[src/hdl/clatf_pkg.sv]
`timescale 1ns / 1ps
// ----------------------------------------------------------------------------
// clatf_pkg
// Types, sizes and codes shared by the label timeout filter modules.
// ----------------------------------------------------------------------------
package clatf_pkg;

	// Timer table size and derived widths
	localparam int MAX_TIMERS = 16;
	localparam int IDX_W      = (MAX_TIMERS > 1) ? $clog2(MAX_TIMERS) : 1;
	localparam int CNT_W      = $clog2(MAX_TIMERS + 1);

	// Field widths
	localparam int LABEL_W    = 16;
	localparam int TICK_W     = 32;
	localparam int CFG_IDX_W  = 4;
	localparam int CFG_DATA_W = 32;

	// Item operation codes
	localparam logic OP_LABEL = 1'b0;
	localparam logic OP_TICK  = 1'b1;

	// Filter mode codes
	localparam logic MODE_SHARED = 1'b0;
	localparam logic MODE_INDEP  = 1'b1;

	// Register indexes
	localparam logic [CFG_IDX_W-1:0] REG_FILTER_MODE   = CFG_IDX_W'(0);
	localparam logic [CFG_IDX_W-1:0] REG_TIMEOUT_TICKS = CFG_IDX_W'(1);

	// Input word
	typedef struct packed {
		logic               operation;
		logic [LABEL_W-1:0] class_label;
	} in_word_t;

	// Result word
	typedef struct packed {
		logic [LABEL_W-1:0] filtered_label;
		logic               table_full;
	} out_word_t;

	// Request from the sequencer to the timer table
	typedef struct packed {
		logic               rd_en;
		logic [IDX_W-1:0]   rd_idx;
		logic               wr_en;
		logic               vld_set;
		logic               vld_clr;
		logic               clr_all;
		logic [IDX_W-1:0]   idx;
		logic [LABEL_W-1:0] label;
		logic [TICK_W-1:0]  remaining;
	} tbl_req_t;

	// Registered read response of the timer table
	typedef struct packed {
		logic               vld;
		logic [LABEL_W-1:0] label;
		logic [TICK_W-1:0]  remaining;
	} tbl_rsp_t;

	// Shared entry unit results
	typedef struct packed {
		logic              label_eq;
		logic              rem_nz;
		logic [TICK_W-1:0] rem_dec;
	} unit_res_t;

	// Sequencer states
	typedef enum logic [1:0] {
		ST_IDLE,
		ST_SWEEP,
		ST_APPLY
	} state_t;

endpackage

[src/hdl/clatf_unit.sv]
`timescale 1ns / 1ps
// ----------------------------------------------------------------------------
// clatf_unit
// Shared entry unit: label compare, expiry test and countdown of one timer.
// ----------------------------------------------------------------------------
module clatf_unit (
	input  logic [clatf_pkg::LABEL_W-1:0] entry_label,
	input  logic [clatf_pkg::TICK_W-1:0]  entry_rem,
	input  logic [clatf_pkg::LABEL_W-1:0] key_label,
	output clatf_pkg::unit_res_t          res
);
	import clatf_pkg::*;

	// Compare label, test for a running timer, count down by one
	assign res.label_eq = (entry_label == key_label);
	assign res.rem_nz   = |entry_rem;
	assign res.rem_dec  = entry_rem - TICK_W'(1);

endmodule

[src/hdl/clatf_table.sv]
`timescale 1ns / 1ps
// ----------------------------------------------------------------------------
// clatf_table
// Timer table: label and remaining count in a memory with one write and one
// registered read port, valid bits in flops cleared by reset or config write.
// ----------------------------------------------------------------------------
module clatf_table (
	input  logic                clk,
	input  logic                arst_n,
	input  clatf_pkg::tbl_req_t req,
	output clatf_pkg::tbl_rsp_t rsp,
	output logic                empty
);
	import clatf_pkg::*;

	localparam int WORD_W = LABEL_W + TICK_W;

	logic [MAX_TIMERS-1:0] vld_q;
	logic [WORD_W-1:0]     mem [MAX_TIMERS];
	logic [WORD_W-1:0]     rd_data_q;
	logic                  rd_vld_q;

	// Set, clear or flush the valid bits
	always_ff @(posedge clk or negedge arst_n) begin
		if (!arst_n) begin
			vld_q <= '0;
		end else if (req.clr_all) begin
			vld_q <= '0;
		end else if (req.vld_set) begin
			vld_q[req.idx] <= 1'b1;
		end else if (req.vld_clr) begin
			vld_q[req.idx] <= 1'b0;
		end
	end

	// Write one entry
	always_ff @(posedge clk) begin
		if (req.wr_en) begin
			mem[req.idx] <= {req.label, req.remaining};
		end
	end

	// Read one entry, registered
	always_ff @(posedge clk) begin
		if (req.rd_en) begin
			rd_data_q <= mem[req.rd_idx];
			rd_vld_q  <= vld_q[req.rd_idx];
		end
	end

	assign rsp.vld       = rd_vld_q;
	assign rsp.label     = rd_data_q[WORD_W-1:TICK_W];
	assign rsp.remaining = rd_data_q[TICK_W-1:0];
	assign empty         = ~|vld_q;

endmodule

[src/hdl/class_label_timeout_filter.sv]
`timescale 1ns / 1ps
// ----------------------------------------------------------------------------
// class_label_timeout_filter
// Suppresses repeated classifier labels for a timeout counted in tick words.
// ----------------------------------------------------------------------------
// One word is worked on at a time; item_stall is high until it is done. The
// sequencer walks the timer table one entry per cycle through the table's
// single registered read port and one shared compare/countdown unit. A tick
// word walks every entry, a label in independent mode walks every entry and
// then applies its result, a label in shared mode reads only entry 0, and
// a null label on an empty table skips the walk. A finished result waits in
// the output register and holds the next label word only if it is still not
// taken when that word finishes. Register writes are taken while no word is
// in work and go ahead of a word offered in the same cycle; a write to either
// register clears the whole table at once.
// ----------------------------------------------------------------------------
module class_label_timeout_filter (
	input  logic                             clk,
	input  logic                             arst_n,
	input  logic                             item_valid,
	output logic                             item_stall,
	input  clatf_pkg::in_word_t              item,
	output logic                             result_valid,
	input  logic                             result_stall,
	output clatf_pkg::out_word_t             result,
	input  logic                             cfg_valid,
	output logic                             cfg_ready,
	input  logic [clatf_pkg::CFG_IDX_W-1:0]  cfg_index,
	input  logic [clatf_pkg::CFG_DATA_W-1:0] cfg_data
);
	import clatf_pkg::*;

	state_t              state_q, state_d;
	logic                mode_q;
	logic [TICK_W-1:0]   timeout_q;
	logic                op_q;
	logic [LABEL_W-1:0]  lbl_q;
	logic                trivial_q;
	logic [CNT_W-1:0]    cnt_q;
	logic                proc_vld_s1;
	logic [IDX_W-1:0]    proc_idx_s1;
	logic                match_found_q, match_run_q;
	logic [IDX_W-1:0]    match_idx_q;
	logic                free_found_q;
	logic [IDX_W-1:0]    free_idx_q;
	logic                out_vld_q;
	out_word_t           out_q, out_d;
	logic                out_load;

	tbl_req_t            req;
	tbl_rsp_t            rsp;
	logic                tbl_empty;
	unit_res_t           ures;

	logic                accept_in, cfg_we, cfg_hit, out_free;
	logic                trivial_in;
	logic [CNT_W-1:0]    sweep_len;
	logic                is_match, is_stale, is_free;

	clatf_table u_table (
		.clk    (clk),
		.arst_n (arst_n),
		.req    (req),
		.rsp    (rsp),
		.empty  (tbl_empty)
	);

	clatf_unit u_unit (
		.entry_label (rsp.label),
		.entry_rem   (rsp.remaining),
		.key_label   (lbl_q),
		.res         (ures)
	);

	// Handshakes; a pending register write goes ahead of an input word
	assign item_stall   = (state_q != ST_IDLE) || cfg_valid;
	assign cfg_ready    = (state_q == ST_IDLE);
	assign accept_in    = item_valid && !item_stall;
	assign cfg_we       = cfg_valid && cfg_ready;
	assign cfg_hit      = cfg_we && (cfg_index == REG_FILTER_MODE ||
		cfg_index == REG_TIMEOUT_TICKS);
	assign out_free     = !out_vld_q || !result_stall;
	assign result_valid = out_vld_q;
	assign result       = out_q;

	// Null label on an empty table needs no table walk
	assign trivial_in = (item.operation == OP_LABEL) &&
		(item.class_label == '0) && tbl_empty;

	// Shared mode labels only look at entry 0
	assign sweep_len = (op_q == OP_LABEL && mode_q == MODE_SHARED) ?
		CNT_W'(1) : CNT_W'(MAX_TIMERS);

	// Classify the entry coming back from the table
	assign is_match = rsp.vld && (mode_q == MODE_SHARED || ures.label_eq);
	assign is_stale = rsp.vld && !is_match && !ures.rem_nz;
	assign is_free  = !rsp.vld || is_stale;

	// Next state, table requests and result word
	always_comb begin
		state_d  = state_q;
		req      = '0;
		out_load = 1'b0;
		out_d.filtered_label = lbl_q;
		out_d.table_full     = 1'b0;
		case (state_q)
			ST_IDLE: begin
				req.clr_all = cfg_hit;
				if (accept_in) begin
					state_d = trivial_in ? ST_APPLY : ST_SWEEP;
				end
			end
			ST_SWEEP: begin
				// issue the next read
				if (cnt_q < sweep_len) begin
					req.rd_en  = 1'b1;
					req.rd_idx = cnt_q[IDX_W-1:0];
				end
				// count down or free the entry read last cycle
				if (proc_vld_s1) begin
					req.idx = proc_idx_s1;
					if (op_q == OP_TICK) begin
						if (rsp.vld && ures.rem_nz) begin
							req.wr_en     = 1'b1;
							req.label     = rsp.label;
							req.remaining = ures.rem_dec;
						end
					end else if (is_stale) begin
						req.vld_clr = 1'b1;
					end
				end
				if (cnt_q == sweep_len) begin
					state_d = (op_q == OP_TICK) ? ST_IDLE : ST_APPLY;
				end
			end
			ST_APPLY: begin
				if (out_free) begin
					out_load = 1'b1;
					state_d  = ST_IDLE;
					if (trivial_q) begin
						out_d.filtered_label = '0;
					end else if (match_found_q) begin
						req.idx = match_idx_q;
						if (match_run_q) begin
							// timer still running: suppress
							out_d.filtered_label = '0;
						end else if (mode_q == MODE_SHARED && lbl_q == '0) begin
							// expired shared timer and a null label: free it
							req.vld_clr          = 1'b1;
							out_d.filtered_label = '0;
						end else begin
							// expired: restart and pass
							req.wr_en     = 1'b1;
							req.label     = lbl_q;
							req.remaining = timeout_q;
						end
					end else if (free_found_q) begin
						// new timer in the lowest free entry
						req.idx       = free_idx_q;
						req.wr_en     = 1'b1;
						req.vld_set   = 1'b1;
						req.label     = lbl_q;
						req.remaining = timeout_q;
					end else begin
						out_d.table_full = 1'b1;
					end
				end
			end
			default: begin
				state_d = ST_IDLE;
			end
		endcase
	end

	// State, registers and sweep bookkeeping
	always_ff @(posedge clk or negedge arst_n) begin
		if (!arst_n) begin
			state_q       <= ST_IDLE;
			mode_q        <= MODE_SHARED;
			timeout_q     <= '0;
			cnt_q         <= '0;
			proc_vld_s1   <= 1'b0;
			match_found_q <= 1'b0;
			free_found_q  <= 1'b0;
			trivial_q     <= 1'b0;
			out_vld_q     <= 1'b0;
		end else begin
			state_q     <= state_d;
			proc_vld_s1 <= req.rd_en;

			// register writes
			if (cfg_we && cfg_index == REG_FILTER_MODE) begin
				mode_q <= cfg_data[0];
			end
			if (cfg_we && cfg_index == REG_TIMEOUT_TICKS) begin
				timeout_q <= cfg_data;
			end

			// start a word
			if (accept_in) begin
				trivial_q     <= trivial_in;
				cnt_q         <= '0;
				match_found_q <= 1'b0;
				free_found_q  <= 1'b0;
			end

			// advance the read pointer
			if (req.rd_en) begin
				cnt_q <= cnt_q + CNT_W'(1);
			end

			// remember first match and lowest free entry
			if (state_q == ST_SWEEP && proc_vld_s1 && op_q == OP_LABEL) begin
				if (is_match && !match_found_q) begin
					match_found_q <= 1'b1;
				end
				if (is_free && !free_found_q) begin
					free_found_q <= 1'b1;
				end
			end

			// hold the result until taken
			if (out_load) begin
				out_vld_q <= 1'b1;
			end else if (out_vld_q && !result_stall) begin
				out_vld_q <= 1'b0;
			end
		end
	end

	// Payload registers
	always_ff @(posedge clk) begin
		if (accept_in) begin
			op_q  <= item.operation;
			lbl_q <= item.class_label;
		end
		if (req.rd_en) begin
			proc_idx_s1 <= req.rd_idx;
		end
		if (state_q == ST_SWEEP && proc_vld_s1 && op_q == OP_LABEL) begin
			if (is_match && !match_found_q) begin
				match_idx_q <= proc_idx_s1;
				match_run_q <= ures.rem_nz;
			end
			if (is_free && !free_found_q) begin
				free_idx_q <= proc_idx_s1;
			end
		end
		if (out_load) begin
			out_q <= out_d;
		end
	end

endmodule

[config.mk]
export PLATFORM = sky130hd
export DESIGN_NAME = class_label_timeout_filter
export DESIGN_NICKNAME = d
export VERILOG_FILES = /design/src/hdl/clatf_pkg.sv /design/src/hdl/clatf_unit.sv /design/src/hdl/clatf_table.sv /design/src/hdl/class_label_timeout_filter.sv
export SDC_FILE = /design/constraint.sdc
export NUM_CORES = 1
export LEC_CHECK = 0
export BUFFER_PORTS_ARGS = -buffer_cell sky130_fd_sc_hd__buf_2
export CAP_MARGIN = 20
export CORE_MARGIN = 3
export CORE_UTILIZATION = 60
export CTS_CLUSTER_SIZE = 20
export DETAILED_ROUTE_END_ITERATION = 7
export GPL_ROUTABILITY_DRIVEN = 0
export PLACE_DENSITY = 0.75
export SLEW_MARGIN = 20
export SYNTH_ARGS = -nofsm -noshare
export SYNTH_HDL_FRONTEND = slang
export SYNTH_SLANG_ARGS = --single-unit
[constraint.sdc]
create_clock -name clk -period 7.6 [get_ports clk]
set_clock_uncertainty 0.2 [all_clocks]
set_input_delay 1.14 -clock clk [delete_from_list [all_inputs] [get_ports clk]]
set_output_delay 1.14 -clock clk [all_outputs]
set_load 0.02 [all_outputs]
==> results.toml <==
[clocking]
clock_tree.htree_level_count = 3
cts.sink_count = 925
post-cts-setup-buffers = 0
cts_hold_repair.buffers = 0
clock_tree_from_tritoncts = "done"
clock_tree.buffer_depth = 3
ctsRootBufferMaster = "clkbuf_16"
worst_skew_pair.late_latency_ns = 0.64
tritoncts_buffer_count = 91
post_cts.resized_instances = 0
clkSlewWorstSetupHoldPaths_ns = 0.06

[routing]
drt_drc_violations_left = 0
number_of_vias_per_cell_after_detailed_routing = 6.74
drt_wl_total_um = 91300
post_detailed_route_wirelength_per_cell_um = 27.3
first_pass_iters = 6
postRouteAntennaNets = 0
first_iter_violations = 2458
vias = 22565

[global_routing]
number_of_antenna_violations_at_the_first_check_in_global_routing = 0
track_usage_pct = 28.5
grt_start_max_net_pins = 163
wire_length_of_the_first_global_routing_pass_um = 137000
grt-ovfl-total = 0
vias_in_the_first_global_route = 22373

[setup_path]
max_stage_delay_ns = 0.87
r2r_setup_slack_ns = 2.32
arrival_time_of_data_at_the_critical_path_endpoint_ns = 5.57
criticalPathCategory = "register to register"
cp-start-kind = "register"
critical_path.endpoint = "u_table.rd_data_q[14]$_DFFE_PP_"
worst-path-max-fanout = 80
worst-endpoint-required_ns = 7.90
timing.critical_path.depth = 12
rr_worst_depth = 12
timing.critical_path.slowest_stage_cell = "buf_4"
worstReg2RegStart = "cnt_q[0]$_DFFE_PN0P_"
cpLargestDelayFamily = "buffers and inverters"
cp_num_buf_inv = 5
timing.critical_path.from = "cnt_q[0]$_DFFE_PN0P_"
critical_path.endpoint_type = "register"
r2r_end = "u_table.rd_data_q[14]$_DFFE_PP_"
crit_chain = "inv_2 -> ha_1 -> nor4b_2 -> o21ai_2 -> inv_2 -> buf_4 -> nand2_4 -> clkinv_2 -> buf_4 -> nand2_1 -> a31oi_1 -> and3_1"

[logic_synthesis]
synth.lib_cells_used.distinct = 65
synth.yosys.warnings = 0
post-synth-top-area-fraction_pct = 70.5
post_synth.cell_area_avg_um2 = 15.2
postSynth.topFlopCell = "edfxtp_1"
yosysTopAreaCell = "edfxtp_1"
synth.net_count = 2485
number_of_flip_flops_and_latches_in_the_synthesized_netlist = 925
ys_async_sr_fraction_pct = 6.59
post_synthesis_cell_area_um2 = 36800
synth_area_leaders = "edfxtp_1, dfrtp_1, mux2i_1"
synth_enable_flop_cells = 864
synth_seq_area_share_pct = 74.6
synthesis.instances = 2419

[floorplan]
core.rowCount = 90
die_area_um2 = 64400
starting_utilization_of_the_core_area_pct = 60.8
core_region_um2 = 60600
die_h_um = 254
ioPinCount = 78
chipWidth_um = 254

[placed_design]
dp.final_hpwl_um = 52100
dp_worst_setup_slack_ns = 1.82
numPortBuffers = 77

[sta]
final_max_slew_viol_count = 0
final.setup.tns_ns = 0
layout_min_cycle_time_ns = 5.28
final.period_utilization_pct = 69.4
report.final.setup_viol = 0
achievable-frequency_ghz = 0.189
grt_setup_unrepaired = "no"
postLayoutSetupSlackWorst_ns = 2.32
final_hold_viol_count = 0
worst-slew-pin-transition_ns = 1.19
slew_headroom_pct = 20.6

[power_and_ir_drop]
power.leakage_uw = 0.0125
vdd_drop_max_mv = 0.243
totalPowerFinal_uw = 11900
power.density_nw_per_um2 = 288

[worst_hold_path]
hold_path_class = "register to register"

[finish]
mostFrequentLayoutCells = "edfxtp_1, nand2_1, mux2i_1"
final_layout_size_suffix_gt1_share_pct = 16.2
layout.cells.most_common = "edfxtp_1"
areaGrowthSynthToFinish_pct = 12.3
diodes = 0
num-nets-final = 2561

[flow_run]
timing.max_cap.violations = 0

[run_status]
status = "completed"
area by class of cell:
cell class,count,area [um^2]
Sequential cell,925,27500
Fill cell,3955,19200
Multi-Input combinational cell,1327,8960
Clock buffer,110,2410
Tap cell,782,978
Timing Repair Buffer,130,893
Clock inverter,56,553
Inverter,20,76.3
per-stage QoR:
step           hold slack, ns  utilization (%)  area, um^2  cells
2_1_floorplan           0.262                -       36800   2419
4_1_cts                 0.311             68.1       41300   3349
3_3_place_gp            0.291             63.1       38200   3181
3_5_place_dp            0.296             63.2       38300   3183
5_1_grt                 0.321             68.2       41300   3350
6_report                0.310             68.2       41300   3350
cells by family after synthesis:
group | after synthesis | share of synthesized area (%)
AO/OA/AOI/OAI | 475 | 8.49
XOR/XNOR | 43 | 1.02
adder cells (fa/ha/maj) | 8 | 0.272
buffers and inverters | 167 | 1.80
flip-flops | 925 | 74.6
multiplexers | 182 | 5.06
AND/OR/NAND/NOR | 619 | 8.76
power breakdown:
part	leakage, uW	switching, uW	internal, uW
Combinational	0.00372	949	510
Sequential	0.00737	225	5770
Clock	0.00146	1870	2600
metal layers:
metal  track usage [%]  up-vias  wire length, um
met4              10.9        0             3570
met1              38.9    11306            34800
li1                  -     9659                -
met3              5.96      248             9400
met2              46.0     1352            43500
met5                 0        -                0
cells in the mapped netlist, types with 10 or more instances:
master and number:
mux2_2 33, or2_2 49, o21ai_0 145, nor2_1 81, nand4_1 54, and2_1 18
a21oi_1 70, a22oi_1 31, o211ai_1 50, inv_1 15, a31oi_1 51, buf_2 27
buf_1 15, nor4_1 22, nor3_1 12, edfxtp_1 864, xor2_1 18, xnor2_1 25
nand3b_1 10, and3_1 54, nand3_1 114, nand2_1 167, mux2i_1 149, a221oi_1 99
clkbuf_1 104, dfrtp_1 61
flip-flops by register name, indices dropped and copies added (netlist names), 2 cells and up:
name and count:
match_idx_q 4, u_table.vld_q 16, u_table.rd_data_q 48, lbl_q 16
cnt_q 5, timeout_q 32, u_table.mem 768, free_idx_q 4
result 17, state_q 2, proc_idx_s1 4
worst min-delay path by stage:
stage / from / end / slack [ns] / cells past startpoint
5_1_grt: timeout_q[24]$_DFFE_PN0P_ / timeout_q[24]$_DFFE_PN0P_ / 0.32 / 1
6_report: cnt_q[4]$_DFFE_PN0P_ / cnt_q[4]$_DFFE_PN0P_ / 0.31 / 1
4_1_cts: timeout_q[28]$_DFFE_PN0P_ / timeout_q[28]$_DFFE_PN0P_ / 0.31 / 1
3_3_place_gp: timeout_q[31]$_DFFE_PN0P_ / timeout_q[31]$_DFFE_PN0P_ / 0.29 / 1
2_1_floorplan: proc_idx_s1[3]$_DFFE_PP_ / free_idx_q[3]$_DFFE_PP_ / 0.26 / 0
3_5_place_dp: timeout_q[28]$_DFFE_PN0P_ / timeout_q[28]$_DFFE_PN0P_ / 0.30 / 1
Power figures use the tool's default switching activity.
